### src/hw/rtl/cau_pkg.sv
// Complex arithmetic unit: shared widths, opcodes, state and command types.
// Depends on nothing; used by every other file of the block.
`default_nettype none

package cau_pkg;

  localparam int DW      = 32;             // word width, signed Q8.24
  localparam int FW      = 24;             // fractional bits
  localparam int MAX_EXP = 16;
  localparam int CMD_W   = 3;
  localparam int EXP_W   = 5;
  localparam int STS_W   = 2;
  localparam int CNT_W   = $clog2(DW);
  localparam int REM_W   = $clog2(MAX_EXP);
  localparam int ACC_W   = 2 * DW + 2;
  localparam int DEN_W   = 2 * DW;

  typedef enum logic [CMD_W-1:0] {
    OP_ADD = 3'd0,
    OP_SUB = 3'd1,
    OP_MUL = 3'd2,
    OP_DIV = 3'd3,
    OP_POW = 3'd4
  } op_e;

  typedef enum logic [STS_W-1:0] {
    ST_OK   = 2'd0,
    ST_DIVZ = 2'd1,
    ST_OVF  = 2'd2
  } status_e;

  typedef enum logic [2:0] {
    PS_RR,
    PS_II,
    PS_RI,
    PS_IR,
    PS_YRR,
    PS_YII
  } prod_sel_e;

  typedef enum logic [1:0] {
    AD_RE,
    AD_IM,
    AD_DEN
  } acc_dst_e;

  typedef enum logic [3:0] {
    S_IDLE,
    S_DISP,
    S_MUL,
    S_DIVP,
    S_DRAIN,
    S_MFIN,
    S_DCHK,
    S_DIV,
    S_DFIN,
    S_ADD,
    S_ZERO,
    S_OUT
  } state_e;

  typedef struct packed {
    logic      load;
    logic      issue;
    prod_sel_e sel;
    acc_dst_e  dst;
    logic      acc_first;
    logic      acc_sub;
    logic      mul_wb;
    logic      add_wb;
    logic      zero_wb;
    logic      div_init;
    logic      div_step;
    logic      div_wb;
  } cau_cmd_t;

  typedef struct packed {
    op_e  op;
    logic exp_none;
    logic exp_last;
    logic den_zero;
  } cau_sts_t;

endpackage

`default_nettype wire

### src/hw/rtl/cau_ctrl.sv
// Complex arithmetic unit: sequencing state machine.
// Depends on cau_pkg; drives cau_datapath through cau_cmd_t.
`default_nettype none

module cau_ctrl (
  input  logic              clk_i,
  input  logic              rst_ni,
  input  logic              in_valid_i,
  output logic              in_ready_o,
  output logic              out_valid_o,
  input  logic              out_ready_i,
  input  cau_pkg::cau_sts_t sts_i,
  output cau_pkg::cau_cmd_t cmd_o
);

  cau_pkg::state_e               state_q, state_d;
  logic [cau_pkg::CNT_W-1:0]     cnt_q, cnt_d;

  always_ff @(posedge clk_i or negedge rst_ni) begin
    if (!rst_ni) begin
      state_q <= cau_pkg::S_IDLE;
      cnt_q   <= '0;
    end else begin
      state_q <= state_d;
      cnt_q   <= cnt_d;
    end
  end

  // next state
  always_comb begin
    state_d = state_q;
    cnt_d   = cnt_q;
    case (state_q)
      cau_pkg::S_IDLE: begin
        if (in_valid_i) state_d = cau_pkg::S_DISP;
      end
      cau_pkg::S_DISP: begin
        cnt_d = '0;
        case (sts_i.op)
          cau_pkg::OP_ADD, cau_pkg::OP_SUB: state_d = cau_pkg::S_ADD;
          cau_pkg::OP_MUL: state_d = cau_pkg::S_MUL;
          cau_pkg::OP_DIV: state_d = cau_pkg::S_DIVP;
          cau_pkg::OP_POW: state_d = sts_i.exp_none ? cau_pkg::S_OUT : cau_pkg::S_MUL;
          default: state_d = cau_pkg::S_ZERO;
        endcase
      end
      cau_pkg::S_MUL: begin
        cnt_d = cnt_q + 1'b1;
        if (cnt_q == cau_pkg::CNT_W'(3)) state_d = cau_pkg::S_DRAIN;
      end
      cau_pkg::S_DIVP: begin
        cnt_d = cnt_q + 1'b1;
        if (cnt_q == cau_pkg::CNT_W'(5)) state_d = cau_pkg::S_DRAIN;
      end
      cau_pkg::S_DRAIN: begin
        state_d = (sts_i.op == cau_pkg::OP_DIV) ? cau_pkg::S_DCHK : cau_pkg::S_MFIN;
      end
      cau_pkg::S_MFIN: begin
        cnt_d = '0;
        if (sts_i.op == cau_pkg::OP_POW && !sts_i.exp_last) state_d = cau_pkg::S_MUL;
        else state_d = cau_pkg::S_OUT;
      end
      cau_pkg::S_DCHK: begin
        cnt_d   = '0;
        state_d = sts_i.den_zero ? cau_pkg::S_ZERO : cau_pkg::S_DIV;
      end
      cau_pkg::S_DIV: begin
        cnt_d = cnt_q + 1'b1;
        if (cnt_q == cau_pkg::CNT_W'(cau_pkg::DW - 1)) state_d = cau_pkg::S_DFIN;
      end
      cau_pkg::S_DFIN, cau_pkg::S_ADD, cau_pkg::S_ZERO: state_d = cau_pkg::S_OUT;
      cau_pkg::S_OUT: begin
        if (out_ready_i) state_d = cau_pkg::S_IDLE;
      end
      default: state_d = cau_pkg::S_IDLE;
    endcase
  end

  // outputs
  always_comb begin
    cmd_o       = '0;
    in_ready_o  = 1'b0;
    out_valid_o = 1'b0;
    case (state_q)
      cau_pkg::S_IDLE: begin
        in_ready_o = 1'b1;
        cmd_o.load = in_valid_i;
      end
      cau_pkg::S_MUL: begin
        cmd_o.issue = 1'b1;
        case (cnt_q)
          cau_pkg::CNT_W'(0): begin
            cmd_o.sel = cau_pkg::PS_RR; cmd_o.dst = cau_pkg::AD_RE; cmd_o.acc_first = 1'b1;
          end
          cau_pkg::CNT_W'(1): begin
            cmd_o.sel = cau_pkg::PS_II; cmd_o.dst = cau_pkg::AD_RE; cmd_o.acc_sub = 1'b1;
          end
          cau_pkg::CNT_W'(2): begin
            cmd_o.sel = cau_pkg::PS_RI; cmd_o.dst = cau_pkg::AD_IM; cmd_o.acc_first = 1'b1;
          end
          default: begin
            cmd_o.sel = cau_pkg::PS_IR; cmd_o.dst = cau_pkg::AD_IM;
          end
        endcase
      end
      cau_pkg::S_DIVP: begin
        cmd_o.issue = 1'b1;
        case (cnt_q)
          cau_pkg::CNT_W'(0): begin
            cmd_o.sel = cau_pkg::PS_RR; cmd_o.dst = cau_pkg::AD_RE; cmd_o.acc_first = 1'b1;
          end
          cau_pkg::CNT_W'(1): begin
            cmd_o.sel = cau_pkg::PS_II; cmd_o.dst = cau_pkg::AD_RE;
          end
          cau_pkg::CNT_W'(2): begin
            cmd_o.sel = cau_pkg::PS_IR; cmd_o.dst = cau_pkg::AD_IM; cmd_o.acc_first = 1'b1;
          end
          cau_pkg::CNT_W'(3): begin
            cmd_o.sel = cau_pkg::PS_RI; cmd_o.dst = cau_pkg::AD_IM; cmd_o.acc_sub = 1'b1;
          end
          cau_pkg::CNT_W'(4): begin
            cmd_o.sel = cau_pkg::PS_YRR; cmd_o.dst = cau_pkg::AD_DEN; cmd_o.acc_first = 1'b1;
          end
          default: begin
            cmd_o.sel = cau_pkg::PS_YII; cmd_o.dst = cau_pkg::AD_DEN;
          end
        endcase
      end
      cau_pkg::S_MFIN: cmd_o.mul_wb = 1'b1;
      cau_pkg::S_DCHK: cmd_o.div_init = !sts_i.den_zero;
      cau_pkg::S_DIV:  cmd_o.div_step = 1'b1;
      cau_pkg::S_DFIN: cmd_o.div_wb = 1'b1;
      cau_pkg::S_ADD:  cmd_o.add_wb = 1'b1;
      cau_pkg::S_ZERO: cmd_o.zero_wb = 1'b1;
      cau_pkg::S_OUT:  out_valid_o = 1'b1;
      default: ;
    endcase
  end

endmodule

`default_nettype wire

### config.mk
export PLATFORM = sky130hd
export DESIGN_NAME = cau_ctrl
export DESIGN_NICKNAME = d
export VERILOG_FILES = /design/src/hw/rtl/cau_pkg.sv /design/src/hw/rtl/cau_ctrl.sv
export SDC_FILE = /design/constraint.sdc
export NUM_CORES = 1
export LEC_CHECK = 0
export BUFFER_PORTS_ARGS = -buffer_cell sky130_fd_sc_hd__buf_2
export CORE_MARGIN = 1
export CORE_UTILIZATION = 46
export DETAILED_ROUTE_END_ITERATION = 10
export PLACE_DENSITY_LB_ADDON = 0.1
export SYNTH_ARGS = -nofsm -noshare
export SYNTH_HDL_FRONTEND = slang
export SYNTH_SLANG_ARGS = --single-unit
### constraint.sdc
create_clock -name clk_i -period 1.9 [get_ports clk_i]
set_input_delay 0.38 -clock clk_i [delete_from_list [all_inputs] [get_ports clk_i]]
set_output_delay 0.38 -clock clk_i [all_outputs]
set_load 0.03 [all_outputs]
==> results of run 1 <==
-- per-stage QoR --
| step | hold WS, ps | setup TNS [ps] | setup slack (ps) | area (sq um) |
|---|---|---|---|---|
| after global routing | 343 | -2240 | -426 | 1670 |
| after detailed placement | 234 | -69.1 | -51.7 | 1260 |
| final | 351 | -1450 | -368 | 1670 |
| after global placement | 234 | 0 | 19.4 | 1260 |
| after CTS | 338 | -894 | -221 | 1530 |
| after floorplan | 84.4 | -70.0 | -63.2 | 1000 |
-- placed cells by master, fill, tap and decap left out, types with 2 or more instances in the layout --
| master | netlist | layout |
|---|---|---|
| buf_2 | 4 | 13 |
| o21ai_1 | 0 | 2 |
| o31ai_1 | 3 | 3 |
| a22o_1 | 2 | 2 |
| nor2_2 | 0 | 3 |
| inv_1 | 7 | 4 |
| nor2_1 | 13 | 10 |
| o21ai_0 | 9 | 6 |
| nor3_2 | 0 | 2 |
| and2_4 | 0 | 2 |
| buf_4 | 2 | 38 |
| nand2_1 | 9 | 7 |
| clkbuf_4 | 0 | 3 |
| nor3_1 | 7 | 4 |
| nand3_2 | 1 | 2 |
| nor3_4 | 2 | 3 |
| ha_4 | 0 | 3 |
| inv_4 | 0 | 2 |
| nand2_2 | 0 | 2 |
| nand2b_4 | 0 | 2 |
| inv_2 | 1 | 2 |
| dfrtp_1 | 9 | 4 |
| nor2b_1 | 2 | 2 |
| dfrtp_2 | 0 | 5 |
| a22oi_2 | 1 | 2 |
| a21oi_1 | 8 | 8 |
| nand3_1 | 6 | 5 |
| buf_6 | 1 | 15 |
-- registers in the layout, indices dropped and copies added (netlist names) --
signal	flops
state_q	4
cnt_q	5
-- power breakdown --
group          total [mW]  internal [mW]  leakage [nW]  switching, mW
clock network       0.146         0.0808        0.0150         0.0653
registers           0.445          0.276         0.110          0.169
logic                2.72           1.29         0.653           1.43
-- critical path: cells and delay by family, from the launching register on --
| family | cells | cell delay [ps] |
|---|---|---|
| AOI/OAI and AO/OA | 2 | 470 |
| DFF | 1 | 450 |
| adders and majority gates | 1 | 260 |
| buffers and inverters | 2 | 250 |
| and+or+nand+nor | 1 | 200 |
-- routing by layer --
layer	part of all wire	wire length, microns	global-route usage
met5	0	0	0
met3	0.088	366	0.0302
met4	0.044	180	0.111
met1	0.40	1650	0.383
met2	0.47	1930	0.492
-- cells by family (layout without fill, tap and decap cells) --
| family | count (synthesis) | in the layout | synth area share |
|---|---|---|---|
| compound gates | 39 | 39 | 0.284 |
| fa+ha+maj | 6 | 6 | 0.0754 |
| flops | 9 | 9 | 0.234 |
| simple gates | 51 | 51 | 0.286 |
| buf+inv | 17 | 79 | 0.0871 |
| mux | 3 | 3 | 0.0338 |
-- worst max path at each step --
stage | start | endpoint | slack [ps]
after detailed placement | cnt_q[0]$_DFFE_PN0P_ | cmd_o[10] | -50
after floorplan | state_q[1]$_DFFE_PN0P_ | cmd_o[14] | -60
final | cnt_q[1]$_DFFE_PN0P_ | cmd_o[10] | -370
after CTS | cnt_q[3]$_DFFE_PN0P_ | cmd_o[10] | -220
after global routing | cnt_q[1]$_DFFE_PN0P_ | cmd_o[10] | -430
after global placement | cnt_q[0]$_DFFE_PN0P_ | state_q[0]$_DFFE_PN0P_ | 20
-- what timing repair did --
action	4_1_cts	5_1_grt
pin swaps	7	11
endpoints found under the hold margin	9	0
resized for setup	36	33
hold buffers	1	0
setup buffers	16	5
endpoints found under the setup margin	12	17
-- cell type report --
type | count | area [sq um]
Multi-Input combinational cell | 99 | 810
Timing Repair Buffer | 67 | 529
Fill cell | 113 | 297
Sequential cell | 9 | 231
Inverter | 8 | 35.0
Tap cell | 27 | 33.8
Clock buffer | 4 | 26.3
==> metrics, run 1 <==
outcome complete, but fails checks; failing checks negative setup slack; R2R Setup Slk 0 ps; top-area cell type share of the netlist area 0.234; Yosys cell types 47; CTS Sinks 9; Non-Filler Instances 214; Worst Tran Pin Value 361 ps; Die X 47.7 microns; post-synth net total 140; CTS tree done; initial antenna violation count 0; Post-Place Cells 189; drt drc 0; synthesis-to-finish area growth 73.1%; vias in the first global route 1,050; Final Hold Fails 0; number of setup violations in the final report 9; Worst Path Arrival 1890 ps; Min-Delay Path Class in2reg; Final GP Congestion 0.963; Power Total 3.31 mW; post-synthesis sequential area ratio 0.234; most common library cells after synthesis nor2_1, dfrtp_1, nand2_1, o21ai_0, a21oi_1; clk_lat worst skew 260 ps; H-tree levels 1; RSZ-0062 raised after global routing yes; Synth Warn # 0; Slew Limit Headroom 0.757; antenna cells 0; worst hold start out_ready_i; Max-Cap Viols 0; Worst-path clk slew 60 ps; Pins Over Slew Limit 0; critical-path cell list inv_2 -> ha_2 -> o41ai_4 -> and2_4 -> a221o_2 -> buf_6; DR WL/cell 19.3 microns; die area 2280 sq um; cell area after synthesis 962 sq um; global-route wire length before repair 4580 microns; Critical Path Max Stage Delay 450 ps; area leader, netlist dfrtp_1; most frequent cell after synthesis nor2_1; EDFF count, synth 0; slowest stage cell, crit path dfrtp_2; Reg-to-Reg End state_q[3]$_DFFE_PN0P_; largest net degree at the start of global routing 13; Mapped Cells 125; Syn Area/Cell 7.70 sq um; minimum clock period 2270 ps; crit-path max FO 4; total grt overflow 0; crit path capture type primary output; number of port buffers 26; Initial Utilization 0.490; Worst VDD drop 1.37 mV; fin nets 203; cell area power density 1990 nW/um^2; Hold EP state_q[3]$_DFFE_PN0P_; die height 47.7 microns; ratio of cells with drive above 1 in the final layout 0.583; Worst EP required 1520 ps; Final Core Density 0.849; Rows 16; setup ws final -368 ps; Core Footprint 1960 sq um; Post-Route WL 4140 microns; Final ANT Viol Nets 0; initial DRC count 87; Tot GR Track Use 0.291; dpl hpwl 2050 microns; worst reg2reg startpoint cnt_q[1]$_DFFE_PN0P_; Max Clk Rate 441 MHz; hold path depth 2; Register-to-Register Path Depth 7; Ports 27; CTS Buf Count 3; CTS Root Cell clkbuf_4; DR pass1 iterations 4; Period Utilization, post-route 1.19; main area contributors after synthesis dfrtp_1, ha_1, nor2_1, o21ai_0, a21oi_1; worst-case clock buffer depth 2; LEAKAGE 0.778 nW; worst setup path class reg2out; Seq cells post-synth 9; final clock skew 4.90 ps; startpoint type of the worst setup path flip-flop; ys flop type dfrtp_1; Async SR Flop Fraction 1.00; routed vias/inst 6.21; total number of vias 1,328
Power figures use the tool's default switching activity.
==> run 2, diff against run 1 <==
--- a/config.mk
+++ b/config.mk
@@ -5,8 +5,9 @@
 export SDC_FILE = /design/constraint.sdc
 export NUM_CORES = 1
 export LEC_CHECK = 0
+export ABC_AREA = 1
 export BUFFER_PORTS_ARGS = -buffer_cell sky130_fd_sc_hd__buf_2
-export CORE_MARGIN = 1
+export CORE_MARGIN = 3
 export CORE_UTILIZATION = 46
 export DETAILED_ROUTE_END_ITERATION = 10
 export PLACE_DENSITY_LB_ADDON = 0.1
==> run 2 against run 1 <==
Net effect: the flow still finishes with violations (negative setup slack); highest routed layer unchanged; sequential power fell by 19%; largest cell class unchanged; non-clock buffer count fell by 33; via count fell by 18%; synthesized cell count rose by 26%; core utilization fell by 16 points; combinational power fell by 44%; count of clock-buffer cells in the layout did not move; critical path type unchanged; worst setup slack improved by 260 ps; sequential share of layout area rose by 4.2 points; area after synthesis fell by 3.3%; clock skew fell by 4.4 ps; hold slack improved by 75 ps.
==> metrics, run 2 <==
Final GP Congestion 0.867 (-10%); antenna cells 0 (unchanged); worst setup path class reg2out; Final Core Density 0.693 (-0.156); Critical Path Max Stage Delay 420 ps (-30 ps); Post-Place Cells 206 (+9.0%); layout filler cell count 163 (+44%); Worst Tran Pin Value 311 ps (-50.7 ps); Synth Warn # 0 (unchanged); ratio of cells with drive above 1 in the final layout 0.307 (-0.276); Non-Filler Instances 217 (+1.4%); Largest Register cnt_q; Max-Cap Viols 0 (unchanged); Seq cells post-synth 9 (unchanged); Initial Utilization 0.511 (+0.0209); Slew Limit Headroom 0.792 (+0.0356); largest net degree at the start of global routing 10 (-3); final hold slack 426 ps (+75.2 ps); Yosys cell types 25 (-47%); Async SR Flop Fraction 1.00 (unchanged); synthesis-to-finish area growth 35.5%; commonest non-fill, non-tap cells in the layout nand2_1, nor2_1, inv_1; most common library cell in the layout ignoring fill and taps nand2_1; crit path capture type primary output; Worst-path clk slew 60 ps (about the same); Final ANT Viol Nets 0 (unchanged); number of port buffers 26 (unchanged); minimum clock period 2010 ps (-257 ps); failing checks negative setup slack; Die X 51.0 microns (+6.8%); Power Total 2.01 mW (-39%); CTS tree done; Post-Route WL 2460 microns (-40%); drt drc 0 (unchanged); CTS Buf Count 3 (unchanged); Mapped Cells 157 (+26%); Rows 15 (-1); die area 2600 sq um (+14%); Worst VDD drop 1.06 mV (-22%); outcome complete, but fails checks; main area contributors after synthesis dfrtp_1, nand2_1, nor2_1, inv_1, ha_1; Core Footprint 1820 sq um (-7.2%); post-synth net total 172 (+23%); total grt overflow 0 (unchanged); setup ws final -110 ps (+257 ps); Period Utilization, post-route 1.06 (-0.135); LEAKAGE 0.698 nW (-10%); top-area cell type share of the netlist area 0.242 (+0.00787); CTS Root Cell clkbuf_4; DR WL/cell 11.3 microns (-41%); die height 51.0 microns (+6.8%); area leader, netlist dfrtp_1; vias in the first global route 965 (-8.1%); dpl hpwl 1850 microns (-9.6%); max FFs per register 5 (unchanged); EDFF count, synth 0 (unchanged); Max Clk Rate 497 MHz (+13%); number of setup violations in the final report 6 (-3); RSZ-0062 raised after global routing yes; most frequent cell after synthesis nand2_1; Worst EP required 1520 ps (about the same); Final Hold Fails 0 (unchanged); final clock skew 0.540 ps (-4.36 ps); global-route wire length before repair 4130 microns (-9.9%); DR pass1 iterations 4 (unchanged); cell area after synthesis 931 sq um (-3.3%); ys flop type dfrtp_1; critical-path cell list inv_2 -> ha_4 -> nand4_1 -> or2_1 -> o21ai_0 -> buf_4; crit-path max FO 4 (unchanged); cell area power density 1600 nW/um^2 (-20%); routed vias/inst 5.03 (-19%); startpoint type of the worst setup path flip-flop; CTS Sinks 9 (unchanged); H-tree levels 1 (unchanged); most common library cells after synthesis nand2_1, nor2_1, inv_1; Worst Path Arrival 1630 ps (-260 ps); Syn Area/Cell 5.93 sq um (-23%); post-synthesis sequential area ratio 0.242 (+0.00787); Tot GR Track Use 0.199 (-0.0920); slowest stage cell, crit path dfrtp_1; initial DRC count 28 (-68%); Largest regs cnt_q x5, state_q x4; Min-Delay Path Class in2reg; worst-case clock buffer depth 2 (unchanged); initial antenna violation count 0 (unchanged); Pins Over Slew Limit 0 (unchanged); Place WS 69.0 ps (+121 ps); Ports 27 (unchanged); fin nets 208 (+2.5%); clk_lat worst skew 260 ps (about the same); total number of vias 1,092 (-18%)
-- run 2: cell count changes after synthesis, sizes merged, moves of 4 or more --
cell	change
buf	-4
nor3	-7
nor2	+22
a21oi	-5
o21ai	+4
inv	+17
nand2	+32
nand3	+6
-- run 2: worst paths after layout --
path	slack, ps	from	endpoint	depth (start not counted)
min in group asynchronous	490	rst_ni	cnt_q[3]$_DFFE_PN0P_	2
max	-110	cnt_q[1]$_DFFE_PN0P_	cmd_o[7]	6
max in group asynchronous	1220	rst_ni	state_q[0]$_DFFE_PN0P_	2
min	430	out_ready_i	state_q[3]$_DFFE_PN0P_	4
max reg2reg	330	cnt_q[1]$_DFFE_PN0P_	state_q[0]$_DFFE_PN0P_	10
min reg2reg	580	state_q[1]$_DFFE_PN0P_	state_q[1]$_DFFE_PN0P_	2
-- run 2: routing by layer --
| metal | up-vias | track usage | part of all wire |
|---|---|---|---|
| met1 | 488 | 0.282 | 0.47 |
| li1 | 561 | - | - |
| met3 | 2 | 0.0117 | 0.054 |
| met2 | 41 | 0.333 | 0.47 |
| met4 | 0 | 0.0404 | 0.0061 |
| met5 | - | 0 | 0 |
-- run 2: cells by family (layout without fill, tap and decap cells) --
logic type	after synthesis	in the layout	share of synthesized area
and+or+nand+nor	94	94	0.435
buffers and inverters	28	63	0.129
AOI/OAI and AO/OA	19	19	0.108
DFF	9	9	0.242
adders and majority gates	5	5	0.0672
xor gates and xnor gates	2	2	0.0188
-- run 2: area by class of cell --
cell class,instances,area (sq um),share of cell area
well taps,25,31.3,0.0248
multi-input cells,120,653,0.518
inverters,25,93.8,0.0744
flip-flops and latches,9,228,0.181
repair buffers,34,229,0.182
clock buffers,4,26.3,0.0208
-- run 2: timing repair --
item	CTS	global route
resized for setup	18	17
hold endpoints to repair	9	0
buffers inserted	2	4
setup endpoints to repair	7	10
gates cloned	0	0
hold buffers	1	0
pin swaps	4	7
-- run 2: through the flow --
stage | setup TNS [ps] | instance area [sq um]
2_1_floorplan | 0 | 931
3_3_place_gp | 0 | 1070
3_5_place_dp | 0 | 1070
4_1_cts | -256 | 1180
5_1_grt | -956 | 1260
6_report | -347 | 1260
-- run 2: worst max-delay path: cells and delay by family (launching register included) --
family          cells  cell delay [ps]
flops               1              420
simple gates        2              400
fa+ha+maj           1              140
compound gates      1              100
buf+inv             2              310
-- run 2: where the power goes --
group / internal, mW / switching [mW]
Clock: 0.0808 / 0.0648
Sequential: 0.267 / 0.0952
Combinational: 0.556 / 0.951
Total: 0.904 / 1.11
